===== src/rtl/jdq_pkg.sv =====
package jdq_pkg;

  localparam int DEPTH_DEF     = 16;
  localparam int TIME_BITS_DEF = 16;
  localparam int TOTAL_W       = 20;

  localparam logic [2:0] MODE_PUSH_BACK  = 3'd0;
  localparam logic [2:0] MODE_PUSH_FRONT = 3'd1;
  localparam logic [2:0] MODE_POP_FRONT  = 3'd2;
  localparam logic [2:0] MODE_AGE        = 3'd3;

  localparam logic [1:0] ST_DONE     = 2'd0;
  localparam logic [1:0] ST_FULL     = 2'd1;
  localparam logic [1:0] ST_EMPTY    = 2'd2;

  typedef struct packed {
    logic [2:0]  mode;
    logic [7:0]  job_kind;
    logic [15:0] arrival_time;
    logic [15:0] service_time;
    logic [15:0] initial_wait;
    logic [15:0] kind_sequence;
    logic [7:0]  query_kind;
  } req_t;

  typedef struct packed {
    logic [1:0]         status;
    logic [4:0]         entry_count;
    logic [TOTAL_W-1:0] wait_total;
    logic [15:0]        matched_sequence;
    logic [7:0]         front_kind;
    logic [15:0]        front_arrival;
    logic [15:0]        front_service;
    logic [15:0]        front_wait;
    logic [15:0]        front_sequence;
    logic [7:0]         back_kind;
    logic [15:0]        back_sequence;
  } rsp_t;

endpackage


===== src/rtl/jdq_if.sv =====
interface jdq_if #(parameter type T = logic) ();
  logic valid;
  logic ready;
  T     data;
  modport source (output valid, output data, input ready);
  modport sink (input valid, input data, output ready);
endinterface


===== src/rtl/jdq_store.sv =====
module jdq_store #(
  parameter int DEPTH = 16,
  parameter int TB    = 16,
  parameter int AW    = 4
) (
  input  logic          clk,
  input  logic          we,
  input  logic [AW-1:0] waddr,
  input  logic [7:0]    wkind,
  input  logic [TB-1:0] warr,
  input  logic [TB-1:0] wsvc,
  input  logic [TB-1:0] wwait,
  input  logic [15:0]   wseq,
  input  logic [AW-1:0] raddr,
  output logic [7:0]    rkind,
  output logic [TB-1:0] rarr,
  output logic [TB-1:0] rsvc,
  output logic [TB-1:0] rwait,
  output logic [15:0]   rseq
);
  localparam int EW = 8 + 3 * TB + 16;
  logic [EW-1:0] mem [DEPTH];
  logic [EW-1:0] rd_r;

  always_ff @(posedge clk) begin
    if (we) mem[waddr] <= {wkind, warr, wsvc, wwait, wseq};
    rd_r <= mem[raddr];
  end

  assign {rkind, rarr, rsvc, rwait, rseq} = rd_r;
endmodule


===== src/rtl/job_deque_with_wait_aging.sv =====
// Each accepted request runs a sweep over all DEPTH slots, whatever the occupancy, and then
// registers its result for the sink; one request at a time, so a new request is taken only in
// the idle state. A result held by the sink stalls the next request in the output state.
// The sweep reads every slot through the single memory read port, ageing in place.
// Front/back fields are captured during the sweep at their queue positions.
// Reset (rst_n low, synchronous) empties the queue; memory contents are not cleared.
module job_deque_with_wait_aging #(
  parameter int DEPTH     = jdq_pkg::DEPTH_DEF,
  parameter int TIME_BITS = jdq_pkg::TIME_BITS_DEF
) (
  input logic clk,
  input logic rst_n,
  jdq_if.sink   in_req,
  jdq_if.source out_rsp
);
  import jdq_pkg::*;

  localparam int AW = (DEPTH > 1) ? $clog2(DEPTH) : 1;
  localparam int CW = $clog2(DEPTH + 1);
  localparam logic [1:0] S_IDLE = 2'd0, S_SWEEP = 2'd1, S_OUT = 2'd2;
  localparam logic [CW-1:0] DEPTH_C = CW'(DEPTH);
  localparam logic [AW:0] LAST = (AW + 1)'(DEPTH - 1);
  localparam logic [TIME_BITS-1:0] TMAX = '1;
  localparam logic [TOTAL_W-1:0] TOTMAX = '1;

  logic [1:0]    state_r, state_nxt;
  logic [AW-1:0] front_r;
  logic [CW-1:0] occ_r;
  req_t          req_r;
  logic [AW:0]   pos_r;      // read issue position
  logic          rv_r;       // read data valid
  logic [AW-1:0] rpos_r;     // position of data returning
  logic [TOTAL_W-1:0] tot_r;
  logic [15:0]   match_r;
  rsp_t          rsp_r;
  rsp_t          orsp_r;     // result held for the sink
  logic          ovalid_r;

  logic          we;
  logic [AW-1:0] waddr, raddr;
  logic [7:0]    wkind, rkind;
  logic [TIME_BITS-1:0] warr, wsvc, wwait, rarr, rsvc, rwait;
  logic [15:0]   wseq, rseq;

  jdq_store #(.DEPTH(DEPTH), .TB(TIME_BITS), .AW(AW)) u_store (
    .clk, .we, .waddr, .wkind, .warr, .wsvc, .wwait, .wseq,
    .raddr, .rkind, .rarr, .rsvc, .rwait, .rseq
  );

  function automatic logic [AW-1:0] slot(input logic [AW-1:0] f, input logic [AW:0] p);
    logic [AW+1:0] s;
    s = {2'b0, f} + {1'b0, p};
    if (s >= (AW + 2)'(DEPTH)) s = s - (AW + 2)'(DEPTH);
    return s[AW-1:0];
  endfunction

  logic [AW-1:0] fdec;
  assign fdec = (front_r == '0) ? AW'(DEPTH - 1) : front_r - 1'b1;
  logic [AW-1:0] finc;
  assign finc = (front_r == AW'(DEPTH - 1)) ? '0 : front_r + 1'b1;

  logic acc;
  assign in_req.ready = (state_r == S_IDLE);
  assign acc = in_req.valid && in_req.ready;

  logic push, full;
  assign full = (occ_r == DEPTH_C);
  assign push = (in_req.data.mode == MODE_PUSH_BACK || in_req.data.mode == MODE_PUSH_FRONT);

  logic pop_ok;
  assign pop_ok = (in_req.data.mode == MODE_POP_FRONT) && (occ_r != '0);

  logic [1:0] st_acc;
  assign st_acc = (push && full) ? ST_FULL :
                  (in_req.data.mode == MODE_POP_FRONT && occ_r == '0) ? ST_EMPTY : ST_DONE;

  rsp_t rsp_clr;
  always_comb begin
    rsp_clr = '0;
    rsp_clr.status = st_acc;
  end

  logic in_q, aging, wsat;
  assign in_q  = ({1'b0, rpos_r} < (AW + 1)'(occ_r));
  assign aging = rv_r && in_q && (req_r.mode == MODE_AGE);
  assign wsat  = (rwait == TMAX);
  logic [TIME_BITS-1:0] wcur;
  assign wcur = (aging && !wsat) ? rwait + 1'b1 : rwait;

  always_comb begin
    we = 1'b0; waddr = slot(front_r, {1'b0, rpos_r});
    wkind = rkind; warr = rarr; wsvc = rsvc; wwait = wcur; wseq = rseq;
    if (acc && push && !full) begin
      we = 1'b1;
      waddr = (in_req.data.mode == MODE_PUSH_BACK) ? slot(front_r, (AW + 1)'(occ_r)) : fdec;
      wkind = in_req.data.job_kind;
      warr  = TIME_BITS'(in_req.data.arrival_time);
      wsvc  = TIME_BITS'(in_req.data.service_time);
      wwait = TIME_BITS'(in_req.data.initial_wait);
      wseq  = in_req.data.kind_sequence;
    end else if (aging) begin
      we = 1'b1;
    end
  end
  assign raddr = slot(front_r, pos_r);

  logic [TOTAL_W:0] tsum;
  assign tsum = {1'b0, tot_r} + (TOTAL_W + 1)'(wcur);

  rsp_t rsp_fin;
  always_comb begin
    rsp_fin = rsp_r;
    rsp_fin.entry_count = 5'(occ_r);
    rsp_fin.wait_total = tot_r;
    rsp_fin.matched_sequence = match_r;
  end

  always_comb begin
    state_nxt = state_r;
    unique case (state_r)
      S_IDLE:  if (acc) state_nxt = S_SWEEP;
      S_SWEEP: if (rv_r && {1'b0, rpos_r} == LAST) state_nxt = S_OUT;
      S_OUT:   if (!ovalid_r || out_rsp.ready) state_nxt = S_IDLE;
      default: state_nxt = S_IDLE;
    endcase
  end

  always_ff @(posedge clk) begin
    if (!rst_n) begin
      state_r <= S_IDLE; front_r <= '0; occ_r <= '0; ovalid_r <= 1'b0;
      rv_r <= 1'b0; pos_r <= '0;
    end else begin
      state_r <= state_nxt;
      rv_r <= (state_r == S_SWEEP) && (pos_r <= LAST);
      rpos_r <= pos_r[AW-1:0];
      if (acc) begin
        req_r <= in_req.data; pos_r <= '0; tot_r <= '0; match_r <= '0;
        rsp_r <= rsp_clr;
        if (push && !full) occ_r <= occ_r + 1'b1;
        if (in_req.data.mode == MODE_PUSH_FRONT && !full) front_r <= fdec;
        if (pop_ok) begin
          occ_r <= occ_r - 1'b1; front_r <= finc;
        end
      end
      if (state_r == S_SWEEP && pos_r <= LAST) pos_r <= pos_r + 1'b1;
      if (rv_r && in_q) begin
        tot_r <= tsum[TOTAL_W] ? TOTMAX : tsum[TOTAL_W-1:0];
        if (rkind == req_r.query_kind) match_r <= rseq;
        if (rpos_r == '0) begin
          rsp_r.front_kind <= rkind;
          rsp_r.front_arrival <= 16'(rarr);
          rsp_r.front_service <= 16'(rsvc);
          rsp_r.front_wait <= 16'(wcur);
          rsp_r.front_sequence <= rseq;
        end
        if ({1'b0, rpos_r} == (AW + 1)'(occ_r) - 1'b1) begin
          rsp_r.back_kind <= rkind;
          rsp_r.back_sequence <= rseq;
        end
      end
      if (state_r == S_OUT && state_nxt == S_IDLE) begin
        ovalid_r <= 1'b1;
        orsp_r <= rsp_fin;
      end else if (ovalid_r && out_rsp.ready) begin
        ovalid_r <= 1'b0;
      end
    end
  end

  assign out_rsp.valid = ovalid_r;
  assign out_rsp.data  = orsp_r;

  a_occ: assert property (@(posedge clk) disable iff (!rst_n) occ_r <= DEPTH_C)
    else $error("occupancy beyond depth");
  a_busy: assert property (@(posedge clk) disable iff (!rst_n)
    acc |=> state_r == S_SWEEP) else $error("request not swept");
  a_rej: assert property (@(posedge clk) disable iff (!rst_n)
    (acc && push && full) |=> $stable(occ_r)) else $error("full push changed queue");
endmodule


===== src/flat_wrapper.sv =====
// flat-port wrapper written by rule: the top's interface ports become plain ports
module job_deque_with_wait_aging_flat import jdq_pkg::*;
#(
  parameter int DEPTH     = jdq_pkg::DEPTH_DEF,
  parameter int TIME_BITS = jdq_pkg::TIME_BITS_DEF
)
  (clk, rst_n, in_req_valid, in_req_data, in_req_ready, out_rsp_valid, out_rsp_data, out_rsp_ready);
  jdq_if #(.T(req_t)) in_req_i ();
  jdq_if #(.T(rsp_t)) out_rsp_i ();
  input logic clk;
  input logic rst_n;
  input wire logic [$bits(in_req_i.valid)-1:0] in_req_valid;
  input wire logic [$bits(in_req_i.data)-1:0] in_req_data;
  output wire logic [$bits(in_req_i.ready)-1:0] in_req_ready;
  output wire logic [$bits(out_rsp_i.valid)-1:0] out_rsp_valid;
  output wire logic [$bits(out_rsp_i.data)-1:0] out_rsp_data;
  input wire logic [$bits(out_rsp_i.ready)-1:0] out_rsp_ready;
  assign in_req_i.valid = in_req_valid;
  assign in_req_i.data = in_req_data;
  assign in_req_ready = in_req_i.ready;
  assign out_rsp_valid = out_rsp_i.valid;
  assign out_rsp_data = out_rsp_i.data;
  assign out_rsp_i.ready = out_rsp_ready;
  job_deque_with_wait_aging #(.DEPTH(DEPTH), .TIME_BITS(TIME_BITS)) u_core (.clk(clk), .rst_n(rst_n), .in_req(in_req_i), .out_rsp(out_rsp_i));
endmodule

===== config.mk =====
export PLATFORM = sky130hd
export DESIGN_NAME = job_deque_with_wait_aging_flat
export DESIGN_NICKNAME = d
export VERILOG_FILES = /design/src/rtl/jdq_pkg.sv /design/src/rtl/jdq_if.sv /design/src/rtl/jdq_store.sv /design/src/rtl/job_deque_with_wait_aging.sv /design/src/flat_wrapper.sv
export SDC_FILE = /design/constraint.sdc
export NUM_CORES = 1
export LEC_CHECK = 0
export ABC_AREA = 1
export BUFFER_PORTS_ARGS = -buffer_cell sky130_fd_sc_hd__buf_2
export CORE_MARGIN = 3
export CORE_UTILIZATION = 57
export DETAILED_ROUTE_END_ITERATION = 10
export PLACE_DENSITY = 0.74
export SETUP_SLACK_MARGIN = 0.15
export SYNTH_ARGS = -nofsm -noshare
export SYNTH_HDL_FRONTEND = slang
export SYNTH_SLANG_ARGS = --single-unit

===== constraint.sdc =====
create_clock -name clk -period 21.9 [get_ports clk]
set_input_delay 3.285 -clock clk [delete_from_list [all_inputs] [get_ports clk]]
set_output_delay 3.285 -clock clk [all_outputs]
set_load 0.01 [all_outputs]

Word-level counts from Yosys, hierarchy flattened
Memory sizes are Yosys's and may differ from the RTL's. A register that Yosys moved wholly into a read port is not among the register bits. Index checks and enable logic that the tools add are counted.

Bits in registers: 306. Memory bits (writable): 1152. Input bits: 87. Word-level logic and storage cells: 137. Memories kept: 1.

Memory list: u_core.u_store.mem (depth 16, width 72, read ports 1, clocked after Yosys merged registers in 1, wr ports 1, RTL line jdq_store.sv:22) `logic [EW-1:0] mem [DEPTH];`.

Add/sub/neg operators: 13. Magnitude comparators: 5. Equality and inequality tests: 11. Mux-type cells: 40. Reductions and logical operators: 37.

Operator list (count): $mux 96 (2); $mux 16 (8); $mux 72 (1); $mux 20 (3); $mux 4 (9); $mux 24 (1); $add 20x16->21 (1); $mux 5 (4); $add 16x1->16 const B (1); $eq 16x16->1 const B (1); $sub 4x1->4 const B (4); $logic_and 1x1->1 (15); $add 4x5->6 (2); $ge 6x5->1 const B (2); $add 5x1->5 const B (2); $reduce_and 2->1 (5); $reduce_bool 2->1 (5); $eq 4x4->1 const B (2); $eq 8x8->1 (1); $logic_not 4->1 (2); $mux 2 (4); $mux 8 (1); $eq 3x2->1 const B (2); $mux 1 (6); 18 further kinds (22).

Logic depth before layout (Yosys ltp)
Gate-level depths: netlist of run 1.

Word-level depth: 8. Mapped depth: 27.

Cells and area by module
A second synthesis of run 1 with hierarchy kept.

Cell total of the unflattened synthesis: 6295. Area total of the unflattened synthesis: 65840.6 sq um.

By module, submodules not included: jdq_store (instances 1, cells each 4731, area each 50708.6 sq um, sequential area each 36034.6 sq um); job_deque_with_wait_aging (instances 1, cells each 1564, area each 15132.0 sq um, sequential area each 9008.6 sq um).

Worst setup path before layout of run 1
Ideal clock, no wire load.

Path kind: input to register. Start: in rst_n. End: reg u_core.orsp_r (netlist bit u_core.out_rsp.data[0]) (enable). Data arrival time: 12.899 ns. Path slack: 8.192 ns. Stages on the path: 2. Path buffers: 0. Path through: clkinv_1 -> nor3_1.

Cells in the longest elaborated chain, start to end: 1.

Ends and longest elaborated chain: from (decl) (RTL line flat_wrapper.sv:11) `input logic rst_n;`; $reduce_and 2->1 (no line); to (signal assigned) (RTL line job_deque_with_wait_aging.sv:163) `orsp_r <= rsp_fin;`; to (decl) (RTL line job_deque_with_wait_aging.sv:36) `rsp_t orsp_r;`.

No other way between the ends. A chain may end at the register's enable or synchronous reset.

Worst setup path after layout of run 1
Start: in in_req_valid. End: mem u_core.u_store.mem[7][61] in the netlist's numbering (enable).

Cells in the longest elaborated chain, start to end: 6. Elaborated cells between the ends (all ways): 7. Classes of those cells: mux: 4; reduce/logical: 3.

Ends and longest elaborated chain: from (decl) (RTL line flat_wrapper.sv:12) `input wire logic [$bits(in_req_i.valid)-1:0] in_req_valid;`; $logic_and 1x1->1 (*) (RTL line job_deque_with_wait_aging.sv:64) `assign acc = in_req.valid && in_req.ready;`; $logic_and 1x1->1 (*) (2 in a row) (RTL line job_deque_with_wait_aging.sv:93) `if (acc && push && !full) begin`; $mux 1 (RTL line job_deque_with_wait_aging.sv:93); $mux 1 (RTL line jdq_store.sv:26) `if (we) mem[waddr] <= {wkind, warr, wsvc, wwait, wseq};`; $mux 1 (implied by the code) (RTL line jdq_store.sv:26); to (decl) (RTL line jdq_store.sv:22).

Mark *: on every way between the ends. The rest lies on a longest branch, timed or not.

==> metrics.md, run 1 <==
| Metric | Value |
|---|---|
| H-tree levels | `4` |
| Worst Hold Path Cells | `0` |
| Synth-to-Final Area Change | `11.7%` |
| Remaining antenna violation count after routing | `0` |
| First-pass GRT wire length | `about 220 mm` |
| Sink Count | `1530` |
| Initial antenna violation count | `4` |
| CP required | `~22 ns` |
| Mapped cell area | `between 60000 and 70000 sq um` |
| Total CTS buffers | `~150` |
| Reg clk slew, reported paths | `roughly 0.06 ns` |
| Top cell type's share of synthesized area | `0.695` |
| DR DRC count | `0` |
| Crit-path cells | `buf_2, nand2_4, inv_2, nand4_4, buf_4, o21ai_0, nand2_1, nand2_1, nor2_4, buf_4` |
| Die Wd | `336 microns` |
| Die extent in y | `336 microns` |
| Hold WS | `0.437 ns` |
| Hold_sp | `u_core.rsp_fin[57]$_DFFE_PP_` |
| Worst EP arrival | `~7.6 ns` |
| Cts hold-fix bufs | `0` |
| Synth Area in Compound Gates | `0.103` |
| Tcrit/Tclk final | `0.330` |
| Netlist cell types | `46` |
| Number of flops mapped to enable cells by yosys | `1440` |
| Post-synth top area cell | `edfxtp_1` |
| CP max stage cell | `nor2_4` |
| Critical path class | `primary input to flop` |
| Syn_nets | `4809` |
| Hpwl dp | `79.1 mm` |
| RR Endpoint | `u_core.tot_r[7]$_SDFFCE_PP0P_` |
| Total grt overflow | `0` |
| Yosys warns | `0` |
| Pre-Repair DR Iteration Count | `6` |
| Post-synth ARST share | `0` |
| R2R setup slack | `about 17 ns` |
| Clk_skew | `0.0309 ns` |
| Layout Nets | `4999` |
| Worst path max stage delay | `0.86 ns` |
| Count leader, synth | `edfxtp_1` |
| CTS tree | `yes` |
| Input/output buffers | `227` |
| Post-CTS Repair Setup Buffers | `0` |
| Synth Area in Adders | `0.00873` |
| Vias in the first global route | `between 30000 and 40000` |
| Setup TNS | `0 ns` |
| Max_cap viols | `0` |
| Post_cts resized | `0` |
| CTS Buffer Depth | `3` |
| Worst-Margin Slew | `1.25 ns` |
| Cells after Synth | `4681` |
| RSZ-0062 raised after global routing | `false` |
| Post-synthesis mux area share | `0.0464` |
| Largest family of logic cells by synthesized area | `compound AO/OA/AOI/OAI gates` |
| XOR/XNOR Fraction of Synth Area | `0.00614` |
| Tmin final | `about 7.2 ns` |
| CTS root buf | `clkbuf_16` |
| Worst r2r src | `u_core.occ_r[2]$_SDFFE_PN0P_` |
| Setup-failing EPs final | `0` |
| CP Max Fanout | `57` |
| Pin count of the biggest net entering global routing | `between 200 and 250` |
| Outcome | `complete, no violations` |
| CP Capture Type | `flop` |
| Post-Route WL | `143 mm` |
| Hold Vio Cnt, Final | `0` |
| Leakage | `approximately 25 nW` |
| Worst Setup Start Kind | `primary input` |
| Synth Area in Simple Gates | `0.0629` |
| Reg2reg path depth | `20` |
| IO Pins | `228` |
| Max VDD drop | `0.0000809 V` |
| Row Count | `120` |
| Initial core utilization | `0.578` |
| Sequential area share after synthesis | `0.724` |
| Die area | `113000 sq um` |
| Flops & latches, synth | `1530` |
| Fillers | `around 7600` |
| DR vias | `37641` |
| Synth top area cells | `edfxtp_1 (70%), mux2i_1 (4.6%), o21ai_0 (3.6%)` |
| Relative slew margins | `0.168` |
| Hold WC Path Type | `flop to flop` |
| Achievable frequency | `roughly 140 MHz` |
| Overall Global Routing Usage | `0.251` |
| Core Box Area | `108000 sq um` |
| Initial drt markers | `4204` |
| Drt wl/cell | `22.4 microns` |
| Layout cells sized above 1 | `0.115` |
| Slew Viols, Final | `0` |
| Power Density | `slightly below 100 nW/um^2` |
| Routability Congestion | `a little over 0.9` |
| Top_reg_cell synth | `edfxtp_1` |
| Vias per cell | `5.88` |
| Mean post-synth cell area | `13.3 sq um` |
| Worst Hold End | `u_core.out_rsp.data[57]$_DFFE_PP_` |
| Top post-synthesis cells by count | `edfxtp_1 (1440), nand2_1 (567), inv_1 (461), o21ai_0 (445), a21oi_1 (326)` |
| Worst skew pair latency | `0.76 ns` |
## cell usage in the layout, fill, tap and decap left out, types with 67 or more instances in the layout
master     instances
clkbuf_16        156
edfxtp_1        1440
nand2_1          566
dfxtp_1           90
nand3_1          210
mux2i_1          288
inv_1            461
a21oi_1          325
o211ai_1         288
buf_4             68
nor2_1            67
buf_2            226
o21ai_0          445
## worst max path at each step
stage,end,slack (ns),startpoint
floorplan,u_core.out_rsp.data[0]$_DFFE_PP_,8.19,rst_n
global placement,u_core.u_store.mem[5][66]$_DFFE_PP_,13.98,in_req_valid
detailed placement,u_core.u_store.mem[7][70]$_DFFE_PP_,13.91,in_req_valid
CTS,u_core.u_store.mem[6][61]$_DFFE_PP_,14.67,in_req_valid
global route,u_core.u_store.mem[7][61]$_DFFE_PP_,14.44,in_req_valid
finish,u_core.u_store.mem[7][61]$_DFFE_PP_,14.67,in_req_valid
## metal layers
layer / track usage / wire length, microns / vias up
met4: 0.0756 / 3390 / 2
met1: 0.355 / 60700 / 18445
met2: 0.408 / 68500 / 1550
met5: 0 / 13 / -
met3: 0.0364 / 10600 / 250
li1: - / - / 17394
## metrics by stage
| stage | power [mW] | std cells | setup WS [ns] | utilization | area [sq um] |
|---|---|---|---|---|---|
| after floorplan | 3.98 | 4681 | 8.19 | - | 62200 |
| after global placement | 4.21 | 6121 | 13.98 | 0.600 | 64600 |
| after detailed placement | 4.23 | 6121 | 13.91 | 0.600 | 64600 |
| after CTS | 6.72 | 6400 | 14.67 | 0.645 | 69500 |
| after global routing | 6.93 | 6401 | 14.44 | 0.645 | 69500 |
| final | 6.70 | 6402 | 14.67 | 0.645 | 69500 |
## critical path: cells and delay by family
kind	cells	cell delay, ns
buffers and inverters	4	1.90
and+or+nand+nor	5	1.89
AOI/OAI and AO/OA	1	0.38
## cell families (layout without fill, tap and decap cells)
| family | count (synthesis) | in the layout |
|---|---|---|
| other | 0 | 2 |
| flip-flops | 1530 | 1530 |
| multiplexers | 288 | 288 |
| AO/OA/AOI/OAI | 1127 | 1127 |
| AND/OR/NAND/NOR | 922 | 922 |
| XOR/XNOR | 41 | 41 |
| adder cells (fa/ha/maj) | 41 | 41 |
| buffers and inverters | 732 | 1048 |
## cell type report
type	instances	area, sq um	share of cell area
flip-flops and latches	1530	45000	0.648
repair buffers	299	1730	0.0249
multi-input cells	2419	14300	0.206
clock inverters	73	652	0.00938
inverters	470	1780	0.0256
well taps	1403	1760	0.0253
clock buffers	206	4210	0.0606
diodes	2	5.00	0.0000720
## state kept, by name, indices dropped and copies added (netlist names)
| signal | count |
|---|---|
| u_core.u_store.mem | 1152 |
| u_core.out_rsp.data | 139 |
| u_core.rsp_fin | 98 |
| u_core.u_store.rd_r | 72 |
| u_core.tot_r | 20 |
| u_core.match_r | 16 |
| u_core.req_r | 11 |
| u_core.occ_r | 5 |
| u_core.pos_r | 5 |
| u_core.front_r | 4 |
| u_core.rpos_r | 4 |
| u_core.state_r | 2 |
| u_core.out_rsp.valid | 1 |
| u_core.rv_r | 1 |
## report_power, final
| part | internal, mW | leakage (nW) | switching, mW |
|---|---|---|---|
| clock | 1.46 | 2.38 | 1.07 |
| sequential | 3.40 | 13.9 | 0.0447 |
| combinational | 0.206 | 8.88 | 0.525 |
| total | 5.06 | 25.1 | 1.64 |
Note: power is estimated with default switching activity, not from simulation.
==> run 2, diff against run 1 <==
--- a/config.mk
+++ b/config.mk
@@ -8,9 +8,9 @@
 export ABC_AREA = 1
 export BUFFER_PORTS_ARGS = -buffer_cell sky130_fd_sc_hd__buf_2
 export CORE_MARGIN = 3
-export CORE_UTILIZATION = 57
+export CORE_UTILIZATION = 56
 export DETAILED_ROUTE_END_ITERATION = 10
-export PLACE_DENSITY = 0.74
+export PLACE_DENSITY = 0.76
 export SETUP_SLACK_MARGIN = 0.15
 export SYNTH_ARGS = -nofsm -noshare
 export SYNTH_HDL_FRONTEND = slang
==> constraint.sdc (replaced) <==
create_clock -name clk -period 6.2 [get_ports clk]
set_input_delay 0.93 -clock clk [delete_from_list [all_inputs] [get_ports clk]]
set_output_delay 0.93 -clock clk [all_outputs]
set_load 0.01 [all_outputs]
==> run 2 against run 1 <==
First-iteration DRC count fell by 1.6%. Utilization fell by 0.73 points. Critical path type is now flop to flop. Sequential cell count did not move. Cell count rose by 1.2%. Sequential share of layout area fell by 0.34 points. Combinational power rose to 3.6 times the previous value. Largest cell class unchanged. Die area rose by 1.8%. Largest power group unchanged.
==> metrics.md, run 2 (same netlist as run 1, synthesis figures left out) <==
| Metric | Value |
|---|---|
| Outcome | `complete, no violations` |
| Worst r2r src | `u_core.occ_r[2]$_SDFFE_PN0P_` |
| Total CTS buffers | `153 (+1.3%)` |
| Remaining antenna violation count after routing | `0 (unchanged)` |
| R2R setup slack | `1.32 ns (-15.52 ns)` |
| First-pass GRT wire length | `218 mm (+1.0%)` |
| IO Pins | `228 (unchanged)` |
| Vias per cell | `5.82 (-1.0%)` |
| Setup TNS | `0 ns (unchanged)` |
| Clk_skew | `0.0161 ns (-0.0148 ns)` |
| Power Density | `340 nW/um^2 (+250%)` |
| Tmin final | `4.88 ns` |
| Final WS setup | `1.32 ns (-13.36 ns)` |
| Reg2reg path depth | `19 (-5.0%)` |
| Reg with most FFs | `u_core.u_store.mem` |
| Setup-failing EPs final | `0 (unchanged)` |
| Reg clk slew, reported paths | `0.06 ns (about the same)` |
| Sink Count | `1530 (unchanged)` |
| Seq. cell area | `45000 sq um (unchanged)` |
| Fillers | `7820 (+3.2%)` |
| Pre-Repair DR Iteration Count | `6 (unchanged)` |
| H-tree levels | `4 (unchanged)` |
| Hold_sp | `in_req_data[2]` |
| Tcrit/Tclk final | `0.788` |
| DR vias | `37704 (+0.17%)` |
| CP Capture Type | `flop` |
| Core Box Area | `109000 sq um (+1.7%)` |
| RR Endpoint | `u_core.tot_r[6]$_SDFFCE_PP0P_` |
| Overall Global Routing Usage | `0.244 (-0.00719)` |
| Die area | `115000 sq um (+1.8%)` |
| Worst Hold Path Cells | `1 (+1)` |
| Diodes inserted | `0 (-2)` |
| Critical path class | `flop to flop` |
| Initial drt markers | `4136 (-1.6%)` |
| Max reg flops | `1152 (unchanged)` |
| Input/output buffers | `227 (unchanged)` |
| Worst skew pair latency | `0.76 ns (about the same)` |
| Post-CTS Repair Setup Buffers | `0 (unchanged)` |
| Most frequent cells in the layout | `edfxtp_1 (1440), nand2_1 (566), inv_1 (461)` |
| Vias in the first global route | `36750 (+1.4%)` |
| Layout cells sized above 1 | `0.114 (-0.00116)` |
| Post_cts resized | `0 (unchanged)` |
| Hold Vio Cnt, Final | `0 (unchanged)` |
| CTS root buf | `clkbuf_16` |
| Worst Setup Start Kind | `flop` |
| Relative slew margins | `0.224 (+0.0564)` |
| Max_cap viols | `0 (unchanged)` |
| Hpwl dp | `79.0 mm (about the same)` |
| Cts hold-fix bufs | `0 (unchanged)` |
| Row Count | `121 (+0.83%)` |
| Max VDD drop | `0.000306 V (+280%)` |
| Pre-CTS setup slack | `1.34 ns (-12.57 ns)` |
| Slew Viols, Final | `0 (unchanged)` |
| Most common cell after layout, fill and taps aside | `edfxtp_1` |
| Leakage | `25.2 nW (+0.32%)` |
| CTS tree | `yes` |
| RSZ-0062 raised after global routing | `false` |
| Pin count of the biggest net entering global routing | `187 (-16%)` |
| Die extent in y | `339 microns (+0.87%)` |
| Layout Nets | `5005 (+0.12%)` |
| Achievable frequency | `205 MHz` |
| CTS Buffer Depth | `3 (unchanged)` |
| Worst Hold End | `u_core.req_r[2]$_DFFE_PP_` |
| Initial antenna violation count | `0 (-4)` |
| Routability Congestion | `0.873 (-3.7%)` |
| Drt wl/cell | `21.9 microns (-2.0%)` |
| Hold WC Path Type | `primary input to flop` |
| Worst EP arrival | `5.39 ns (-2.19 ns)` |
| CP Max Fanout | `18 (-68%)` |
| Total grt overflow | `0 (unchanged)` |
| DR DRC count | `0 (unchanged)` |
| Multi-input logic area | `14300 sq um (about the same)` |
| Initial core utilization | `0.568 (-0.00953)` |
| Synth-to-Final Area Change | `12.3%` |
| Post-Route WL | `142 mm (-0.76%)` |
| Worst-Margin Slew | `1.16 ns (-0.0863 ns)` |
| CP required | `6.71 ns (-15.55 ns)` |
| Die Wd | `339 microns (+0.87%)` |
==> run 2: through the flow <==
stage,hold slack [ns],utilization,cells,instance area [sq um],power [mW]
final,0.352,0.638,6480,69800,23.7
after global placement,0.407,0.594,6198,65000,14.9
after detailed placement,0.405,0.594,6198,65000,15.0
after global routing,0.327,0.638,6480,69800,24.6
after CTS,0.310,0.638,6480,69800,23.8
after floorplan,0.400,-,4681,62200,14.1
==> run 2: routing by layer <==
layer | vias up | track usage | wire length [microns]
met5 | - | 0 | 0
met4 | 0 | 0.0797 | 3790
met3 | 235 | 0.0373 | 10900
met2 | 1626 | 0.393 | 68000
met1 | 18453 | 0.344 | 59400
li1 | 17390 | - | -
==> run 2: final cells by class <==
type	instances	share of cell area
multi-input combinational	2419	0.205
clock inverter	59	0.00833
clock buffer	223	0.0615
sequential	1530	0.645
inverter	470	0.0255
timing repair buffer	303	0.0285
tap	1476	0.0264
==> run 2: power breakdown <==
| part | total [mW] | switching (mW) | internal (mW) | leakage (nW) |
|---|---|---|---|---|
| clock network | 8.93 | 3.80 | 5.13 | 2.37 |
| registers | 12.2 | 0.153 | 12.0 | 13.9 |
| logic | 2.64 | 1.90 | 0.736 | 8.96 |
==> run 2: worst max path at each step <==
stage,start,end,slack [ns],cells past startpoint
2_1_floorplan,in_req_data[82],u_core.u_store.mem[10][0]$_DFFE_PP_,0.86,7
6_report,u_core.occ_r[2]$_SDFFE_PN0P_,u_core.tot_r[6]$_SDFFCE_PP0P_,1.32,19
5_1_grt,u_core.occ_r[2]$_SDFFE_PN0P_,u_core.tot_r[6]$_SDFFCE_PP0P_,0.85,21
3_5_place_dp,u_core.occ_r[2]$_SDFFE_PN0P_,u_core.tot_r[6]$_SDFFCE_PP0P_,1.34,19
4_1_cts,u_core.occ_r[2]$_SDFFE_PN0P_,u_core.tot_r[6]$_SDFFCE_PP0P_,1.33,19
3_3_place_gp,u_core.occ_r[2]$_SDFFE_PN0P_,u_core.tot_r[8]$_SDFFCE_PP0P_,1.41,21
==> run 2: critical path, stage by stage, from the launching register on <==
cell	delay (ns)
dfxtp_1	0.51
inv_1	0.14
ha_1	0.31
a21o_1	0.18
nand3_1	0.09
nand4_1	0.25
nor2_4	0.45
nand2_1	0.17
and2_1	0.20
ha_1	0.21
inv_1	0.09
fa_1	0.18
inv_1	0.07
nand2_1	0.08
o21ai_0	0.18
nor3b_1	0.20
nor2_1	0.71
inv_1	0.34
o21ai_0	0.25
inv_1	0.05
